===== config.mk =====
export PLATFORM = sky130hd
export DESIGN_NAME = dlrs_ctrl
export DESIGN_NICKNAME = d
export VERILOG_FILES = /design/src/rtl/core/dlrs_pkg.sv /design/src/rtl/core/dlrs_ctrl.sv
export SDC_FILE = /design/constraint.sdc
export NUM_CORES = 1
export LEC_CHECK = 0
export BUFFER_PORTS_ARGS = -buffer_cell sky130_fd_sc_hd__buf_2
export CORE_ASPECT_RATIO = 1.25
export CORE_MARGIN = 2
export CORE_UTILIZATION = 45
export CTS_CLUSTER_SIZE = 8
export DETAILED_ROUTE_END_ITERATION = 16
export GPL_ROUTABILITY_DRIVEN = 0
export PLACE_DENSITY = 0.73
export RECOVER_POWER = 100
export SYNTH_ARGS = -nofsm -noshare
export SYNTH_HDL_FRONTEND = slang
export SYNTH_SLANG_ARGS = --single-unit

===== constraint.sdc =====
create_clock -name clk -period 4 [get_ports clk]
set_clock_uncertainty 0.1 [all_clocks]
set_input_delay 0.6 -clock clk [delete_from_list [all_inputs] [get_ports clk]]
set_output_delay 0.6 -clock clk [all_outputs]
set_load 0.02 [all_outputs]

===== src/rtl/core/dlrs_pkg.sv =====
package dlrs_pkg;

    localparam int MAX_ITEMS  = 64;
    localparam int RADIX_BINS = 10;
    localparam int KEY_W      = 31;
    localparam int ADDR_W     = $clog2(MAX_ITEMS);
    localparam int CNT_W      = $clog2(MAX_ITEMS + 1);
    localparam int DIGIT_W    = 4;
    localparam int PASS_W     = 4;
    localparam int MAX_DIGITS = 10;
    localparam int ENTRY_W    = 2 * KEY_W;

    // x / 10 == (x * RECIP_10) >> RECIP_SHIFT for any 32-bit x
    localparam logic [31:0] RECIP_10    = 32'hCCCC_CCCD;
    localparam int          RECIP_SHIFT = 35;
    localparam int          PROD_W      = KEY_W + 32;
    localparam int          QUOT_W      = PROD_W - RECIP_SHIFT;

    // read pipeline operation
    typedef enum logic [1:0] {
        OP_COUNT   = 2'd0,
        OP_SCATTER = 2'd1,
        OP_EMIT    = 2'd2
    } op_t;

    typedef struct packed {
        logic              load;
        logic              latch_digits;
        logic              clear_counts;
        logic              prefix_step;
        logic              rd_en;
        op_t               rd_op;
        logic [ADDR_W-1:0] rd_addr;
        logic              rd_last;
        logic              bank;
        logic              batch_done;
    } cmd_t;

    typedef struct packed {
        logic [CNT_W-1:0]  item_count;
        logic [PASS_W-1:0] passes;
        logic              pipe_busy;
        logic              emit_ready;
        logic              out_valid;
    } stat_t;

    // 10^k for k = 0..9
    function automatic logic [KEY_W-1:0] pow10(input logic [DIGIT_W-1:0] k);
        logic [KEY_W-1:0] p;
        p = KEY_W'(1);
        for (int i = 0; i < MAX_DIGITS - 1; i++)
        begin
            if (DIGIT_W'(i) < k)
            begin
                p = KEY_W'(p * KEY_W'(10));
            end
        end
        return p;
    endfunction

endpackage


===== src/rtl/core/dlrs_ctrl.sv =====
module dlrs_ctrl
(
    input  logic           clk,
    input  logic           rst_n,
    input  logic           in_valid,
    input  logic           in_last,
    output logic           in_ready,
    input  dlrs_pkg::stat_t stat,
    output dlrs_pkg::cmd_t  cmd
);

    typedef enum logic [2:0] {
        ST_LOAD,
        ST_DIGITS,
        ST_CLEAR,
        ST_COUNT,
        ST_PREFIX,
        ST_SCATTER,
        ST_EMIT
    } state_t;

    state_t                           state_reg;
    logic [dlrs_pkg::CNT_W-1:0]       idx_reg;
    logic [dlrs_pkg::PASS_W-1:0]      pass_reg;
    logic [dlrs_pkg::DIGIT_W-1:0]     pidx_reg;
    logic                             bank_reg;
    logic                             accept;
    logic                             emit_issue;

    assign in_ready   = (state_reg == ST_LOAD);
    assign accept     = in_valid && in_ready;
    assign emit_issue = (state_reg == ST_EMIT) && (idx_reg != stat.item_count)
                        && stat.emit_ready;

    // command decode
    always_comb
    begin
        cmd         = '0;
        cmd.bank    = bank_reg;
        cmd.rd_addr = idx_reg[dlrs_pkg::ADDR_W-1:0];
        cmd.rd_op   = dlrs_pkg::OP_COUNT;
        unique case (state_reg)
            ST_LOAD:
            begin
                cmd.load = accept;
            end
            ST_DIGITS:
            begin
                cmd.latch_digits = 1'b1;
            end
            ST_CLEAR:
            begin
                cmd.clear_counts = 1'b1;
            end
            ST_COUNT:
            begin
                cmd.rd_en = (idx_reg != stat.item_count);
                cmd.rd_op = dlrs_pkg::OP_COUNT;
            end
            ST_PREFIX:
            begin
                cmd.prefix_step = 1'b1;
            end
            ST_SCATTER:
            begin
                cmd.rd_en   = (idx_reg != '0);
                cmd.rd_op   = dlrs_pkg::OP_SCATTER;
                cmd.rd_addr = dlrs_pkg::ADDR_W'(idx_reg - dlrs_pkg::CNT_W'(1));
            end
            ST_EMIT:
            begin
                cmd.rd_en      = emit_issue;
                cmd.rd_op      = dlrs_pkg::OP_EMIT;
                cmd.rd_last    = (idx_reg + dlrs_pkg::CNT_W'(1) == stat.item_count);
                cmd.batch_done = (idx_reg == stat.item_count) && !stat.pipe_busy
                                 && !stat.out_valid;
            end
            default:
            begin
                cmd = '0;
            end
        endcase
    end

    // sequencer
    always_ff @(posedge clk or negedge rst_n)
    begin
        if (!rst_n)
        begin
            state_reg <= ST_LOAD;
            idx_reg   <= '0;
            pass_reg  <= '0;
            pidx_reg  <= '0;
            bank_reg  <= 1'b0;
        end
        else
        begin
            unique case (state_reg)
                ST_LOAD:
                begin
                    if (accept && in_last)
                    begin
                        state_reg <= ST_DIGITS;
                    end
                end
                ST_DIGITS:
                begin
                    pass_reg  <= '0;
                    bank_reg  <= 1'b0;
                    state_reg <= ST_CLEAR;
                end
                ST_CLEAR:
                begin
                    idx_reg   <= '0;
                    state_reg <= ST_COUNT;
                end
                ST_COUNT:
                begin
                    if (idx_reg != stat.item_count)
                    begin
                        idx_reg <= idx_reg + dlrs_pkg::CNT_W'(1);
                    end
                    else if (!stat.pipe_busy)
                    begin
                        pidx_reg  <= '0;
                        state_reg <= ST_PREFIX;
                    end
                end
                ST_PREFIX:
                begin
                    pidx_reg <= pidx_reg + dlrs_pkg::DIGIT_W'(1);
                    if (pidx_reg == dlrs_pkg::DIGIT_W'(dlrs_pkg::RADIX_BINS - 1))
                    begin
                        idx_reg   <= stat.item_count;
                        state_reg <= ST_SCATTER;
                    end
                end
                ST_SCATTER:
                begin
                    if (idx_reg != '0)
                    begin
                        idx_reg <= idx_reg - dlrs_pkg::CNT_W'(1);
                    end
                    else if (!stat.pipe_busy)
                    begin
                        pass_reg <= pass_reg + dlrs_pkg::PASS_W'(1);
                        bank_reg <= !bank_reg;
                        idx_reg  <= '0;
                        if (pass_reg + dlrs_pkg::PASS_W'(1) == stat.passes)
                        begin
                            state_reg <= ST_EMIT;
                        end
                        else
                        begin
                            state_reg <= ST_CLEAR;
                        end
                    end
                end
                ST_EMIT:
                begin
                    if (emit_issue)
                    begin
                        idx_reg <= idx_reg + dlrs_pkg::CNT_W'(1);
                    end
                    if (cmd.batch_done)
                    begin
                        idx_reg   <= '0;
                        state_reg <= ST_LOAD;
                    end
                end
                default:
                begin
                    state_reg <= ST_LOAD;
                end
            endcase
        end
    end

endmodule


==> impl_metrics.tcl <==
set metrics [dict create \
    status "complete, no violations" \
    final_antenna_net_count 0 \
    r2r_end "idx_reg[6]$_DFFE_PN0P_" \
    min_path_type "flop to flop" \
    drc 0 \
    multi_input_area_um2 1175 \
    placed_cells 297 \
    rsz0062_at_grt "false" \
    synth_seq_area_share_pct 26.65 \
    synthDistinctLibCells 58 \
    cts_tree "done" \
    cap_viol_max_count 0 \
    synth_top_area_cell "dfrtp_1" \
    first_global_vias 1582 \
    syn_inst 218 \
    critPathMaxFanout 7 \
    fin_setup_tns_ns 0 \
    fmax_ghz 0.3164 \
    setup_viol 0 \
    vias_per_cell 5.588 \
    postCtsResizedCells 0 \
    clock-sinks 19 \
    rrSetupSlack_ns 1.21 \
    hp-start "bank_reg$_DFFE_PN0P_" \
    area_delta_synth_final_pct 9.117 \
    start_kind "flop" \
    yosysMostFrequentCell "nand2_1" \
    reg2reg_from "idx_reg[5]$_DFFE_PN0P_" \
    fp.dieArea_um2 4488 \
    diodes 0 \
    synth.top_cells.by_count "nand2_1, dfrtp_1, nor2_1, xnor2_1, o21ai_0" \
    root_buffer "clkbuf_8" \
    clk_pin_slew_ns 0.08 \
    slew_headroom_pct 27.02 \
    hpwl_mm 3.558 \
    avgSynthCellArea_um2 8.184 \
    synth_top_flop_cell "dfrtp_1" \
    die_x_um 60.32 \
    io_buffers 34 \
    syn_nets 242 \
    overflow 0 \
    whs_path_depth 1 \
    worst_pin_slew_ns 1.095 \
    core_area_um2 3785 \
    die_h_um 74.40 \
    largest_register_ffs 7 \
    num_vias 1682 \
    min_period_ns 3.160 \
    synth.area.top_cells "dfrtp_1, xnor2_1, nand2_1" \
    drive_gt1_share_pct 11.34 \
    ir_drop_v 0.0003559 \
    firstDrtPassIters 4 \
    drtIter0Drc 123 \
    finalHoldViolations 0 \
    start_util_pct 47.14 \
    layoutNonFillerInstCount 301 \
    ctsLongestPathBuffers 2 \
    powerDensity_nw_per_um2 752.3 \
    path_class "flop to primary output" \
    fin_area_um2 1947 \
    ctsHoldBuffers 0 \
    slew_violations 0 \
    reg2reg_depth 6 \
    worstSkewPairLatency_ns 0.26 \
    fillers 401 \
    wl_per_cell_um 15.03 \
    syn-cell-area_um2 1784 \
    wl_mm 4.523 \
    endpoint_kind "primary output" \
    ys_ff_latch 19 \
    htreeDepth 1 \
    ios 35 \
    register_area_um2 475.5 \
    power.leakage_nw 0.8143 \
    synth_edf_count 0 \
    ys_warn_count 0 \
    min_to "bank_reg$_DFFE_PN0P_" \
    grt_use_total_pct 21.63 \
    critPathArrivalTime_ns 2.46 \
    grt_pass1_wl_mm 7.334 \
    cts_setup_buffers 0 \
    whs_ns 0.3869 \
    period_share_pct 79.01 \
    synth_top_area_share_pct 26.65 \
    antenna_found_initial 0 \
    placed_area_um2 1971 \
    cts_buffers 3 \
    synthArstFlopShare_pct 100.0 \
    num_rows 25 \
    final_core_util_pct 51.44 \
    grt_max_degree 20 \
    final_nets 272 \
    crit_required_ns 3.30 \
]
==> layout make-up <==
type | instances | area share [%]
tap | 54 | 3.470
inverter | 9 | 1.735
multi-input combinational | 181 | 60.35
clock buffer | 4 | 2.314
timing repair buffer | 34 | 7.712
sequential | 19 | 24.42
==> worst max-delay path, stage by stage, from the launching register on <==
cell,delay [ns]
dfrtp_1,0.46
inv_1,0.12
ha_1,0.36
xnor2_1,0.14
nand2_1,0.06
or4b_1,0.49
nor4_1,0.30
clkbuf_1,0.26
==> layout by cell type (no fill, tap or decap), types with 5 or more instances in the layout <==
master / instances
buf_2: 18
nor3_1: 5
dfrtp_1: 19
ha_1: 6
clkbuf_1: 17
xor2_1: 8
inv_1: 9
nand2b_1: 5
a22o_1: 7
nor2_1: 19
nand2_1: 30
xnor2_1: 18
o21ai_0: 16
a21oi_1: 9
nand3_1: 5
==> where the power goes <==
group	total [mW]	switching (mW)	internal [mW]
Combinational	0.930	0.565	0.365
Sequential	0.394	0.135	0.260
Clock	0.140	0.0693	0.0709
==> worst max-delay path by stage <==
| stage | endpoint | slack [ns] | depth (start not counted) | from |
|---|---|---|---|---|
| final | cmd[2] | 0.84 | 7 | idx_reg[0]$_DFFE_PN0P_ |
| after global routing | cmd[2] | 0.68 | 7 | idx_reg[0]$_DFFE_PN0P_ |
| after CTS | cmd[2] | 0.90 | 7 | idx_reg[0]$_DFFE_PN0P_ |
| after detailed placement | cmd[2] | 1.19 | 7 | idx_reg[0]$_DFFE_PN0P_ |
| after global placement | cmd[0] | 1.25 | 7 | stat[12] |
| after floorplan | cmd[2] | 1.06 | 6 | idx_reg[0]$_DFFE_PN0P_ |
==> per-layer routing <==
metal | up-vias | global-route usage [%] | wire (µm)
li1 | 828 | - | -
met1 | 796 | 27.80 | 2071
met2 | 49 | 37.44 | 2221
met3 | 9 | 2.087 | 153
met4 | 0 | 7.407 | 76
met5 | - | 0 | 0
==> per-stage QoR <==
stage / setup slack (ns) / power, mW
3_3_place_gp: 1.252 / 1.371
6_report: 0.8396 / 1.465
5_1_grt: 0.6842 / 1.594
2_1_floorplan: 1.064 / 1.150
3_5_place_dp: 1.193 / 1.390
4_1_cts: 0.8991 / 1.533
==> cell families (layout without fill, tap and decap cells) <==
logic type,count (synthesis),in the layout,synth area share [%]
adders and majority gates,6,6,4.207
muxes,4,4,2.664
AOI/OAI and AO/OA,58,58,23.49
xor gates and xnor gates,27,27,14.10
buffers and inverters,18,47,4.768
and+or+nand+nor,86,86,24.12
DFF,19,19,26.65
Power figures use the tool's default switching activity.
